**config.mk**
```make
export PLATFORM = sky130hd
export DESIGN_NAME = ring_of_records_with_offset_lookup_core
export DESIGN_NICKNAME = d
export VERILOG_FILES = /design/src/sv/ror_pkg.sv /design/src/sv/ror_store.sv /design/src/sv/ror_walker.sv /design/src/sv/ring_of_records_with_offset_lookup_core.sv
export SDC_FILE = /design/constraint.sdc
export NUM_CORES = 1
export LEC_CHECK = 0
export ABC_AREA = 1
export BUFFER_PORTS_ARGS = -buffer_cell sky130_fd_sc_hd__buf_4
export CORE_MARGIN = 2
export CORE_UTILIZATION = 45
export CTS_CLUSTER_DIAMETER = 80
export DETAILED_ROUTE_END_ITERATION = 7
export GPL_TIMING_DRIVEN = 1
export SYNTH_ARGS = -nofsm -noshare
export SYNTH_HDL_FRONTEND = slang
export SYNTH_SLANG_ARGS = --single-unit
```
**constraint.sdc**
```tcl
create_clock -name clk_i -period 5.9 [get_ports clk_i]
set_input_delay 1.475 -clock clk_i [delete_from_list [all_inputs] [get_ports clk_i]]
set_output_delay 1.475 -clock clk_i [all_outputs]
set_load 0.05 [all_outputs]
```
**src/sv/ror_pkg.sv**
```systemverilog
`timescale 1ns / 1ps
// ----------------------------------------------------------------------------
// Ring of records package
// Sizes, request codes, shared types and slot helpers for the record ring.
// ----------------------------------------------------------------------------
package ror_pkg;

  localparam int SLOTS       = 10;
  localparam int LENGTH_BITS = 16;

  localparam int SLOT_W   = $clog2(SLOTS);
  localparam int HANDLE_W = 32;
  localparam int RLEN_W   = 16;
  localparam int POS_W    = 20;
  localparam int IDX_W    = 16;
  localparam int CMP_W    = ((POS_W > LENGTH_BITS) ? POS_W : LENGTH_BITS) + 1;

  localparam logic REQ_ADD  = 1'b0;
  localparam logic REQ_FIND = 1'b1;

  typedef enum logic [1:0] {
    ST_IDLE,
    ST_WALK,
    ST_RESULT
  } state_e;

  typedef struct packed {
    logic                   en;
    logic [HANDLE_W-1:0]    handle;
    logic [LENGTH_BITS-1:0] length;
  } wr_t;

  typedef struct packed {
    logic [HANDLE_W-1:0]    handle;
    logic [LENGTH_BITS-1:0] length;
  } rec_t;

  typedef struct packed {
    logic                hit;
    logic [HANDLE_W-1:0] handle;
    logic [IDX_W-1:0]    index;
  } res_t;

  function automatic logic [SLOT_W-1:0] next_slot(input logic [SLOT_W-1:0] s);
    next_slot = (s == SLOT_W'(SLOTS - 1)) ? '0 : s + 1'b1;
  endfunction

  function automatic logic [LENGTH_BITS-1:0] fit_len(input logic [RLEN_W-1:0] x);
    logic [47:0] wide;
    wide    = {32'b0, x};
    fit_len = wide[LENGTH_BITS-1:0];
  endfunction

endpackage

```
**src/sv/ror_store.sv**
```systemverilog
`timescale 1ns / 1ps
// ----------------------------------------------------------------------------
// Record store
// Handle and length registers of the ring with write, oldest and full state.
// ----------------------------------------------------------------------------
module ror_store (
  input  logic                       clk_i,
  input  logic                       rst_ni,
  input  ror_pkg::wr_t               wr_i,
  input  logic [ror_pkg::SLOT_W-1:0] rd_slot_i,
  output ror_pkg::rec_t              rd_o,
  output logic [ror_pkg::SLOT_W-1:0] oldest_o
);
  import ror_pkg::*;

  logic [HANDLE_W-1:0]    handle_q [SLOTS];
  logic [LENGTH_BITS-1:0] length_q [SLOTS];
  logic [SLOT_W-1:0]      wr_slot_q, wr_slot_d;
  logic [SLOT_W-1:0]      oldest_q, oldest_d;
  logic                   full_q, full_d;

  always_comb begin
    wr_slot_d = wr_slot_q;
    oldest_d  = oldest_q;
    full_d    = full_q;
    if (wr_i.en) begin
      wr_slot_d = next_slot(wr_slot_q);
      if (full_q) begin
        oldest_d = next_slot(oldest_q);
      end
      full_d = full_q | (next_slot(wr_slot_q) == oldest_q);
    end
  end

  always_ff @(posedge clk_i or negedge rst_ni) begin
    if (!rst_ni) begin
      for (int i = 0; i < SLOTS; i++) begin
        handle_q[i] <= '0;
        length_q[i] <= '0;
      end
      wr_slot_q <= '0;
      oldest_q  <= '0;
      full_q    <= 1'b0;
    end else begin
      if (wr_i.en) begin
        handle_q[wr_slot_q] <= wr_i.handle;
        length_q[wr_slot_q] <= wr_i.length;
      end
      wr_slot_q <= wr_slot_d;
      oldest_q  <= oldest_d;
      full_q    <= full_d;
    end
  end

  assign rd_o.handle = handle_q[rd_slot_i];
  assign rd_o.length = length_q[rd_slot_i];
  assign oldest_o    = oldest_q;

`ifndef ASSERT_OFF
  a_full_sticky: assert property (@(posedge clk_i) disable iff (!rst_ni)
    full_q |=> full_q) else $error("Full flag cleared after the ring filled.");

  a_oldest_still: assert property (@(posedge clk_i) disable iff (!rst_ni)
    !full_q |-> (oldest_q == '0)) else $error("Oldest slot moved before the ring filled.");

  a_full_meet: assert property (@(posedge clk_i) disable iff (!rst_ni)
    full_q |-> (wr_slot_q == oldest_q)) else $error("Full ring with split positions.");
`endif

endmodule

```
**src/sv/ror_walker.sv**
```systemverilog
`timescale 1ns / 1ps
// ----------------------------------------------------------------------------
// Request sequencer
// Takes add and find words and walks the ring with one subtract-compare unit.
// ----------------------------------------------------------------------------
module ror_walker (
  input  logic                         clk_i,
  input  logic                         rst_ni,
  input  logic                         in_valid_i,
  output logic                         in_ready_o,
  input  logic                         req_type_i,
  input  logic [ror_pkg::HANDLE_W-1:0] record_handle_i,
  input  logic [ror_pkg::RLEN_W-1:0]   record_length_i,
  input  logic [ror_pkg::POS_W-1:0]    byte_position_i,
  output ror_pkg::wr_t                 wr_o,
  output logic [ror_pkg::SLOT_W-1:0]   rd_slot_o,
  input  ror_pkg::rec_t                rd_i,
  input  logic [ror_pkg::SLOT_W-1:0]   oldest_i,
  output logic                         res_valid_o,
  input  logic                         res_ready_i,
  output ror_pkg::res_t                res_o
);
  import ror_pkg::*;

  state_e            state_q, state_d;
  logic [POS_W-1:0]  rem_q, rem_d;
  logic [SLOT_W-1:0] slot_q, slot_d;
  logic [SLOT_W-1:0] cnt_q, cnt_d;
  res_t              res_q, res_d;
  logic [CMP_W-1:0]  diff;
  logic              hit_now;
  logic              last;

  assign diff    = CMP_W'(rem_q) - CMP_W'(rd_i.length);
  assign hit_now = diff[CMP_W-1];
  assign last    = (cnt_q == SLOT_W'(SLOTS - 1));

  always_comb begin
    state_d = state_q;
    unique case (state_q)
      ST_IDLE: begin
        if (in_valid_i) begin
          state_d = (req_type_i == REQ_FIND) ? ST_WALK : ST_RESULT;
        end
      end
      ST_WALK: begin
        if (hit_now || last) begin
          state_d = ST_RESULT;
        end
      end
      ST_RESULT: begin
        if (res_ready_i) begin
          state_d = ST_IDLE;
        end
      end
      default: state_d = ST_IDLE;
    endcase
  end

  always_comb begin
    in_ready_o  = (state_q == ST_IDLE);
    res_valid_o = (state_q == ST_RESULT);
    rd_slot_o   = slot_q;
    wr_o.en     = (state_q == ST_IDLE) && in_valid_i && (req_type_i == REQ_ADD);
    wr_o.handle = record_handle_i;
    wr_o.length = fit_len(record_length_i);
    res_o       = res_q;
  end

  always_comb begin
    rem_d  = rem_q;
    slot_d = slot_q;
    cnt_d  = cnt_q;
    res_d  = res_q;
    if ((state_q == ST_IDLE) && in_valid_i) begin
      rem_d  = byte_position_i;
      slot_d = oldest_i;
      cnt_d  = '0;
      res_d  = '0;
    end else if (state_q == ST_WALK) begin
      if (hit_now) begin
        res_d.hit    = 1'b1;
        res_d.handle = rd_i.handle;
        res_d.index  = rem_q[IDX_W-1:0];
      end else if (!last) begin
        rem_d  = diff[POS_W-1:0];
        slot_d = next_slot(slot_q);
        cnt_d  = cnt_q + 1'b1;
      end
    end
  end

  always_ff @(posedge clk_i or negedge rst_ni) begin
    if (!rst_ni) begin
      state_q <= ST_IDLE;
      slot_q  <= '0;
      cnt_q   <= '0;
    end else begin
      state_q <= state_d;
      slot_q  <= slot_d;
      cnt_q   <= cnt_d;
    end
  end

  always_ff @(posedge clk_i) begin
    rem_q <= rem_d;
    res_q <= res_d;
  end

`ifndef ASSERT_OFF
  a_add_result: assert property (@(posedge clk_i) disable iff (!rst_ni)
    (in_valid_i && in_ready_o && (req_type_i == REQ_ADD)) |=>
      (state_q == ST_RESULT) && !res_q.hit) else $error("Add did not give an empty result.");

  a_walk_end: assert property (@(posedge clk_i) disable iff (!rst_ni)
    ((state_q == ST_WALK) && last && !hit_now) |=>
      (state_q == ST_RESULT) && !res_q.hit) else $error("Full walk did not end in a miss.");

  a_miss_zero: assert property (@(posedge clk_i) disable iff (!rst_ni)
    (res_valid_o && !res_q.hit) |-> (res_q.handle == '0) && (res_q.index == '0))
    else $error("Miss result carries a handle or an index.");
`endif

endmodule

```
**src/sv/ring_of_records_with_offset_lookup_core.sv**
```systemverilog
`timescale 1ns / 1ps
// ----------------------------------------------------------------------------
// Ring of records with offset lookup
// Record ring with add and byte-offset find requests, one result per request.
// ----------------------------------------------------------------------------
//  Channel   Handshake               Word
//  in        in_valid_i/in_ready_o   req_type, record_handle, record_length,
//                                    byte_position
//  out       out_valid_o/out_ready_i hit, hit_handle, index_in_record
//
// An add goes from acceptance straight to its result; a find walks the records
// from the oldest through the subtract-compare unit until a hit or the last one.
// The input is held off while a request is in work or its result cannot move
// into the output register. Reset clears all records to zero length at once.
// ----------------------------------------------------------------------------
module ring_of_records_with_offset_lookup_core (
  input  logic                         clk_i,
  input  logic                         rst_ni,
  input  logic                         in_valid_i,
  output logic                         in_ready_o,
  input  logic                         req_type_i,
  input  logic [ror_pkg::HANDLE_W-1:0] record_handle_i,
  input  logic [ror_pkg::RLEN_W-1:0]   record_length_i,
  input  logic [ror_pkg::POS_W-1:0]    byte_position_i,
  output logic                         out_valid_o,
  input  logic                         out_ready_i,
  output logic                         hit_o,
  output logic [ror_pkg::HANDLE_W-1:0] hit_handle_o,
  output logic [ror_pkg::IDX_W-1:0]    index_in_record_o
);
  import ror_pkg::*;

  wr_t               wr;
  rec_t              rd;
  logic [SLOT_W-1:0] rd_slot;
  logic [SLOT_W-1:0] oldest;
  logic              res_valid;
  logic              res_ready;
  res_t              res;
  logic              out_valid_q, out_valid_d;
  res_t              out_q;

  ror_store u_store (
    .clk_i     (clk_i),
    .rst_ni    (rst_ni),
    .wr_i      (wr),
    .rd_slot_i (rd_slot),
    .rd_o      (rd),
    .oldest_o  (oldest)
  );

  ror_walker u_walker (
    .clk_i           (clk_i),
    .rst_ni          (rst_ni),
    .in_valid_i      (in_valid_i),
    .in_ready_o      (in_ready_o),
    .req_type_i      (req_type_i),
    .record_handle_i (record_handle_i),
    .record_length_i (record_length_i),
    .byte_position_i (byte_position_i),
    .wr_o            (wr),
    .rd_slot_o       (rd_slot),
    .rd_i            (rd),
    .oldest_i        (oldest),
    .res_valid_o     (res_valid),
    .res_ready_i     (res_ready),
    .res_o           (res)
  );

  assign res_ready = !out_valid_q || out_ready_i;

  always_comb begin
    out_valid_d = out_valid_q;
    if (res_valid && res_ready) begin
      out_valid_d = 1'b1;
    end else if (out_ready_i) begin
      out_valid_d = 1'b0;
    end
  end

  always_ff @(posedge clk_i or negedge rst_ni) begin
    if (!rst_ni) begin
      out_valid_q <= 1'b0;
    end else begin
      out_valid_q <= out_valid_d;
    end
  end

  always_ff @(posedge clk_i) begin
    if (res_valid && res_ready) begin
      out_q <= res;
    end
  end

  assign out_valid_o       = out_valid_q;
  assign hit_o             = out_q.hit;
  assign hit_handle_o      = out_q.handle;
  assign index_in_record_o = out_q.index;

endmodule

```
# Yosys cells after proc, flatten, opt, wreduce, memory -nomap -nowiden
# Index checks and enable logic that the tools add are counted.
# W data, S select, Z words.
[op_classes] bitwise=4 reduce_logical=14 mux=34 addsub=5 mul=0 eq_ne=12 div_mod_pow=0 shifts=0 n_lt_le_gt_ge=3
[ops] cell="$bwmux W320" count=1
[ops] cell="$bwmux W160" count=1
[ops] cell="$bmux W32 S4" count=1
[ops] cell="$demux W32 S4" count=1
[ops] cell="$mux W32" count=3
[ops] cell="$mux W20" count=4
[ops] cell="$bmux W16 S4" count=1
[ops] cell="$demux W16 S4" count=1
[ops] cell="$mux W16" count=3
[ops] cell="$mux W4" count=11
[ops] cell="$sub A20 B16 Y21" count=1
[ops] cell="$add A4 B1 Y4 const B" count=4
[ops] cell="$eq A4 B4 Y1 const B" count=4
[ops] cell="$ge A5 B5 Y1 const B" count=2
[ops] cell="$not A4 Y5" count=2
[ops] cell="$mux W2" count=4
[ops] cell="$ne A2 B2 Y1 const B" count=3
[ops] cell="$pmux W2 S3" count=1
[ops] cell="$reduce_and A3 Y1" count=2
[ops] cell="$lt A5 B1 Y1 const B" count=1
[ops] cell="$eq A4 B4 Y1" count=1
[ops] cell="$logic_and A1 B1 Y1" count=4
[ops] cell="$ne A2 B1 Y1 const B" count=2
[ops] cell="$reduce_and A2 Y1" count=2
[ops] cell="9 further kinds" count=12
[word_totals] input_bits=73 romBits=0 regBits=618 mem_bits_rw=0 n_memories=0 output_inout_bits=51 latch_bits=0

# Logic depth before layout (Yosys ltp)
[logic_depth] depth_word=9 ltp_mapped=24 depth_no_buf=21

# Cells and area by module
# Synthesis repeated with hierarchy kept, for this count alone.
[unflattened] hier_cells=3626 hier_area_um2=29410.7
[modules_own_cells] mod="ror_store" area_each_um2=22302.6 cells_each=2681 instances=1
[modules_own_cells] mod="ror_walker" area_each_um2=5591.6 cells_each=890 instances=1
[modules_own_cells] mod="ring_of_records_with_offset_lookup_core" area_each_um2=1516.5 cells_each=55 instances=1

# Worst setup path before layout
# OpenSTA, ideal clock, no wires.
[synth_timing] kind="input to register" start="input out_ready_i" end="register out_q, in the netlist hit_handle_o[0] (enable)" arrival_time_ns=3.591 path_stages=2 required_time_ns=5.443 path_slack_ns=1.853 cell_sequence="nor2_1 -> nor2_1"
[synth_between] elab_chain_len=2
[synth_rtl] item="start, declared" line_no="ring_of_records_with_offset_lookup_core.sv:26" rtl="input logic out_ready_i,"
[synth_rtl] item="$logic_or A1 B1 Y1" line_no="ring_of_records_with_offset_lookup_core.sv:70" rtl="assign res_ready = !out_valid_q || out_ready_i;"
[synth_rtl] item="$logic_and A1 B1 Y1" line_no="ring_of_records_with_offset_lookup_core.sv:90" rtl="if (res_valid && res_ready) begin"
[synth_rtl] item="end signal, assigned" line_no="ring_of_records_with_offset_lookup_core.sv:91" rtl="out_q <= res;"
[synth_rtl] item="end, declared" line_no="ring_of_records_with_offset_lookup_core.sv:41" rtl="res_t out_q;"
# Every way passes these cells.
# A chain may end at the register's enable or synchronous reset.

# Worst setup path in the final report
[layout_timing] start="register u_walker.slot_q[0], in the netlist u_walker.rd_slot_o[0]" end="register u_walker.rem_q[13] (enable)"
[layout_between] elab_chain_len=7
[layout_rtl] item="start, declared" line_no="ror_walker.sv:27" rtl="logic [SLOT_W-1:0] slot_q, slot_d;"
[layout_rtl] item="start signal, assigned" line_no="ror_walker.sv:100" rtl="slot_q <= slot_d;"
[layout_rtl] item="$not A4 Y5 (implied by the code)" line_no="ror_store.sv:56" rtl="assign rd_o.length = length_q[rd_slot_i];"
[layout_rtl] item="$bmux W16 S4" line_no="ror_store.sv:56"
[layout_rtl] item="$mux W16 (implied by the code) (2 in series)" line_no="ror_store.sv:56"
[layout_rtl] item="$sub A20 B16 Y21" line_no="ror_walker.sv:34" rtl="assign diff = CMP_W'(rem_q) - CMP_W'(rd_i.length);"
[layout_rtl] item="$ne A2 B2 Y1 (no line)"
[layout_rtl] item="$reduce_and A3 Y1 (no line)"
[layout_rtl] item="end signal, assigned" line_no="ror_walker.sv:106" rtl="rem_q <= rem_d;"
[layout_rtl] item="end, declared" line_no="ror_walker.sv:26" rtl="logic [POS_W-1:0] rem_q, rem_d;"
# Every way passes these cells. The select of a mux whose other input is x is not followed.

==> flow_results.xml <==
<?xml version="1.0" encoding="UTF-8"?>
<metrics>
  <group name="worst_setup_path">
    <metric name="critPathCaptureType" unit="">flip-flop</metric>
    <metric name="top_fanout_value_on_the_critical_path" unit="">67</metric>
    <metric name="r2r_end" unit="">u_walker.rem_q[13]</metric>
    <metric name="start_kind" unit="">flip-flop</metric>
    <metric name="critPathRequiredTime" unit="ns">6.17</metric>
    <metric name="reg2reg_slack" unit="ns">1.13</metric>
    <metric name="critical_path.startpoint" unit="">u_walker.rd_slot_o[0]</metric>
    <metric name="timing.critical_path.to" unit="">u_walker.rem_q[13]</metric>
    <metric name="worst_r2r_startpoint" unit="">u_walker.rd_slot_o[0]</metric>
    <metric name="worst-r2r-cell-count" unit="">20</metric>
    <metric name="setup.worst_path.class" unit="">flip-flop to flip-flop</metric>
    <metric name="arrival_time_at_the_worst_endpoint" unit="ns">5.04</metric>
  </group>
  <group name="sta">
    <metric name="finalHoldViolCount" unit="">0</metric>
    <metric name="grt_setup_unrepaired" unit="">false</metric>
    <metric name="fmax" unit="GHz">0.210</metric>
    <metric name="worst_slew_pin_slew" unit="ns">1.18</metric>
    <metric name="final_period_minus_worst_setup_slack" unit="ns">4.77</metric>
    <metric name="timing.final.setup_violations" unit="">0</metric>
    <metric name="fin_worst_skew" unit="ns">0.0227</metric>
    <metric name="setup-tns-final" unit="ns">0</metric>
    <metric name="layout_worst_path_cycle_share" unit="">0.809</metric>
    <metric name="hold-worst-slack" unit="ns">0.420</metric>
    <metric name="maxSlewHeadroom" unit="">0.212</metric>
    <metric name="final_max_slew_viol_count" unit="">0</metric>
  </group>
  <group name="synth">
    <metric name="yosys.area.top_type" unit="">sky130_fd_sc_hd__dfrtp_1</metric>
    <metric name="postSynthAreaPerCell" unit="um2">8.39</metric>
    <metric name="yosys_register_bits" unit="">618</metric>
    <metric name="yosysTopAreaCellShare" unit="">0.449</metric>
    <metric name="netlist_instances" unit="">3318</metric>
    <metric name="yosysUniqueCellTypes" unit="">40</metric>
    <metric name="synth_top_flop_cell" unit="">sky130_fd_sc_hd__dfrtp_1</metric>
    <metric name="mappedNetlistArea" unit="um2">27800</metric>
    <metric name="synth.net_count" unit="">3410</metric>
    <metric name="synthTopCellsByArea" unit="">sky130_fd_sc_hd__dfrtp_1 (45%), sky130_fd_sc_hd__nand2_1 (12%), sky130_fd_sc_hd__o21ai_0 (8.6%)</metric>
    <metric name="synth-async-reset-ratio" unit="">0.809</metric>
    <metric name="ys_warn_count" unit="">0</metric>
    <metric name="synth_edf_count" unit="">69</metric>
    <metric name="synth_sequential_area_ratio" unit="">0.559</metric>
  </group>
  <group name="clocking">
    <metric name="cts.repair.resized" unit="">0</metric>
    <metric name="ctsHoldBuffers" unit="">0</metric>
    <metric name="tritoncts" unit="">yes</metric>
    <metric name="cts_num_sinks" unit="">618</metric>
    <metric name="cts.reportedPaths.clkPinSlew" unit="ns">0.06</metric>
    <metric name="post_cts.repair.setup_buffers" unit="">0</metric>
    <metric name="clock_tree.root_cell" unit="">sky130_fd_sc_hd__clkbuf_16</metric>
    <metric name="cts.path.max_buffers" unit="">3</metric>
    <metric name="ctsHtreeMaxLevel" unit="">3</metric>
    <metric name="cts_buf_count" unit="">68</metric>
    <metric name="worst_skew_pair.late_latency" unit="ns">0.61</metric>
  </group>
  <group name="floorplanning">
    <metric name="initial_utilization" unit="">0.453</metric>
    <metric name="number_of_top_level_pins" unit="">124</metric>
    <metric name="die_height" unit="um">253</metric>
    <metric name="core_area" unit="um2">61500</metric>
    <metric name="std_cell_rows" unit="">91</metric>
    <metric name="die-area" unit="um2">63900</metric>
    <metric name="die-width" unit="um">253</metric>
  </group>
  <group name="global_routing">
    <metric name="largest_net_degree_at_the_start_of_global_routing" unit="">121</metric>
    <metric name="grt_pass1_wl" unit="um">123000</metric>
    <metric name="antenna_found_initial" unit="">1</metric>
    <metric name="vias_in_the_first_global_route" unit="">21700</metric>
    <metric name="global_route.overflow_total" unit="">0</metric>
    <metric name="grt_usage" unit="">0.249</metric>
  </group>
  <group name="routing">
    <metric name="wl_met1" unit="um">36000</metric>
    <metric name="detailroute.via_count" unit="">22600</metric>
    <metric name="detail_route.wirelength" unit="um">78600</metric>
    <metric name="top_signal_layer_used" unit="">met4</metric>
    <metric name="route.antenna.remaining_nets" unit="">0</metric>
    <metric name="routed-wl-met2" unit="um">35100</metric>
    <metric name="routed_via_density" unit="">5.40</metric>
    <metric name="dr_wl_met3" unit="um">5450</metric>
    <metric name="route.detailed.drc" unit="">0</metric>
    <metric name="initialDrtViolationCount" unit="">1938</metric>
    <metric name="first_pass_iters" unit="">6</metric>
    <metric name="avgRoutedWirePerCell" unit="um">18.7</metric>
  </group>
  <group name="cells_and_area">
    <metric name="mostFrequentLayoutCells" unit="">sky130_fd_sc_hd__nand2_1 (915), sky130_fd_sc_hd__dfrtp_1 (498), sky130_fd_sc_hd__o21ai_0 (479)</metric>
    <metric name="multi_input_comb_area" unit="um2">10300</metric>
    <metric name="layout_overhead_on_the_synthesized_area" unit="%">13.8</metric>
    <metric name="seqCellArea" unit="um2">15600</metric>
    <metric name="final_layout_size_suffix_gt1_frac" unit="">0.0897</metric>
    <metric name="layout.nets" unit="">3444</metric>
    <metric name="layout.filler_cells" unit="">5827</metric>
    <metric name="final_common_cell" unit="">sky130_fd_sc_hd__nand2_1</metric>
  </group>
  <group name="power_and_ir_drop">
    <metric name="vdd_ir_drop_max" unit="mV">0.287</metric>
    <metric name="power" unit="W">0.0191</metric>
    <metric name="p_per_area" unit="nW/um2">602</metric>
    <metric name="p_leak" unit="nW">15.0</metric>
  </group>
  <group name="place">
    <metric name="io_buffer_count" unit="">123</metric>
    <metric name="finalWeightedCongestion" unit="">0.910</metric>
    <metric name="hpwl" unit="um">46000</metric>
  </group>
  <group name="status">
    <metric name="outcome" unit="">completed</metric>
  </group>
  <group name="min_path">
    <metric name="class_of_the_tightest_hold_or_removal_check" unit="">flip-flop to flip-flop</metric>
  </group>
  <group name="run">
    <metric name="drv.max_cap_violation_count" unit="">0</metric>
  </group>
</metrics>
==> synthesized netlist by cell type (47+ instances only) <==
| library cell | n |
|---|---|
| sky130_fd_sc_hd__dfrtp_1 | 500 |
| sky130_fd_sc_hd__nor2_1 | 294 |
| sky130_fd_sc_hd__mux2i_1 | 47 |
| sky130_fd_sc_hd__inv_1 | 287 |
| sky130_fd_sc_hd__nand4_1 | 64 |
| sky130_fd_sc_hd__a21oi_1 | 113 |
| sky130_fd_sc_hd__buf_2 | 64 |
| sky130_fd_sc_hd__clkbuf_1 | 100 |
| sky130_fd_sc_hd__nand2_1 | 919 |
| sky130_fd_sc_hd__o21ai_0 | 479 |
| sky130_fd_sc_hd__dfxtp_1 | 49 |
| sky130_fd_sc_hd__edfxtp_1 | 69 |
| sky130_fd_sc_hd__nand3_1 | 135 |
==> cell families (layout without fill, tap and decap cells) <==
| group | count (synthesis) | count (layout) | synth area share |
|---|---|---|---|
| XOR/XNOR | 15 | 15 | 0.00472 |
| AND/OR/NAND/NOR | 1445 | 1445 | 0.212 |
| buffers and inverters | 502 | 586 | 0.0724 |
| other | 0 | 1 | 0 |
| AO/OA/AOI/OAI | 672 | 672 | 0.127 |
| multiplexers | 47 | 47 | 0.0169 |
| adder cells (fa/ha/maj) | 19 | 19 | 0.00881 |
| flip-flops | 618 | 618 | 0.559 |
==> layout make-up <==
class	count	area share
Inverter	300	0.0357
Clock inverter	29	0.0105
Tap cell	790	0.0312
Multi-Input combinational cell	2198	0.326
Timing Repair Buffer	166	0.0439
Sequential cell	618	0.491
Antenna cell	1	0.0000790
Clock buffer	91	0.0616
==> flip-flops by register name, summed over array words and instances, names as in the netlist <==
| signal | flops |
|---|---|
| u_store.handle_q | 320 |
| u_store.length_q | 160 |
| u_walker.res_o | 49 |
| hit_handle_o | 32 |
| u_walker.rem_q | 20 |
| index_in_record_o | 16 |
| u_store.oldest_o | 4 |
| u_store.wr_slot_q | 4 |
| u_walker.cnt_q | 4 |
| u_walker.rd_slot_o | 4 |
| u_walker.state_q | 2 |
| hit_o | 1 |
| out_valid_o | 1 |
| u_store.full_q | 1 |
==> per-layer routing <==
layer | vias to the layer above | track usage
met3 | 129 | 0.0401
met1 | 10900 | 0.352
li1 | 10800 | -
met2 | 763 | 0.394
met5 | - | 0
met4 | 0 | 0.0801
==> power breakdown <==
| part | internal (W) | total (W) | switching, W |
|---|---|---|---|
| Combinational | 0.00251 | 0.00772 | 0.00520 |
| Sequential | 0.00606 | 0.00701 | 0.000946 |
| Clock | 0.00259 | 0.00434 | 0.00175 |
| Total | 0.0112 | 0.0191 | 0.00790 |
==> per-stage QoR <==
stage	area [um2]	worst slack [ns]	utilization	instances
after floorplan	27800	1.85	-	3318
after global placement	29400	1.28	0.478	4072
after detailed placement	29400	1.22	0.478	4072
after CTS	31700	1.21	0.515	4192
after global routing	31700	0.751	0.515	4193
final	31700	1.13	0.515	4193
==> critical path, cell delays in order (launching register included) <==
cell and delay [ns]:
sky130_fd_sc_hd__dfrtp_4 0.67, sky130_fd_sc_hd__clkinv_2 0.14, sky130_fd_sc_hd__nand2_1 0.05, sky130_fd_sc_hd__buf_4 0.20
sky130_fd_sc_hd__inv_2 0.38, sky130_fd_sc_hd__buf_12 0.37, sky130_fd_sc_hd__a22oi_1 0.13, sky130_fd_sc_hd__o211ai_1 0.12
sky130_fd_sc_hd__nand3_1 0.09, sky130_fd_sc_hd__o21ai_0 0.14, sky130_fd_sc_hd__inv_1 0.09, sky130_fd_sc_hd__ha_1 0.35
sky130_fd_sc_hd__nand2_1 0.07, sky130_fd_sc_hd__inv_1 0.12, sky130_fd_sc_hd__nand2_1 0.07, sky130_fd_sc_hd__nor2_1 0.15
sky130_fd_sc_hd__nand3_1 0.11, sky130_fd_sc_hd__nand3_1 0.18, sky130_fd_sc_hd__nand2_1 0.28, sky130_fd_sc_hd__nand2_1 0.24
sky130_fd_sc_hd__buf_4 0.32
==> worst min path at each step <==
stage	start	endpoint	slack, ns	cells after the start
6_report	u_walker.res_o[2]	index_in_record_o[2]	0.42	0
5_1_grt	u_walker.res_o[48]	hit_o	0.44	0
4_1_cts	u_walker.res_o[48]	hit_o	0.43	0
3_5_place_dp	u_walker.res_o[48]	hit_o	0.41	0
3_3_place_gp	u_walker.res_o[33]	hit_handle_o[17]	0.41	0
2_1_floorplan	u_walker.res_o[16]	hit_handle_o[0]	0.41	0
(Power assumes the default switching activity.)
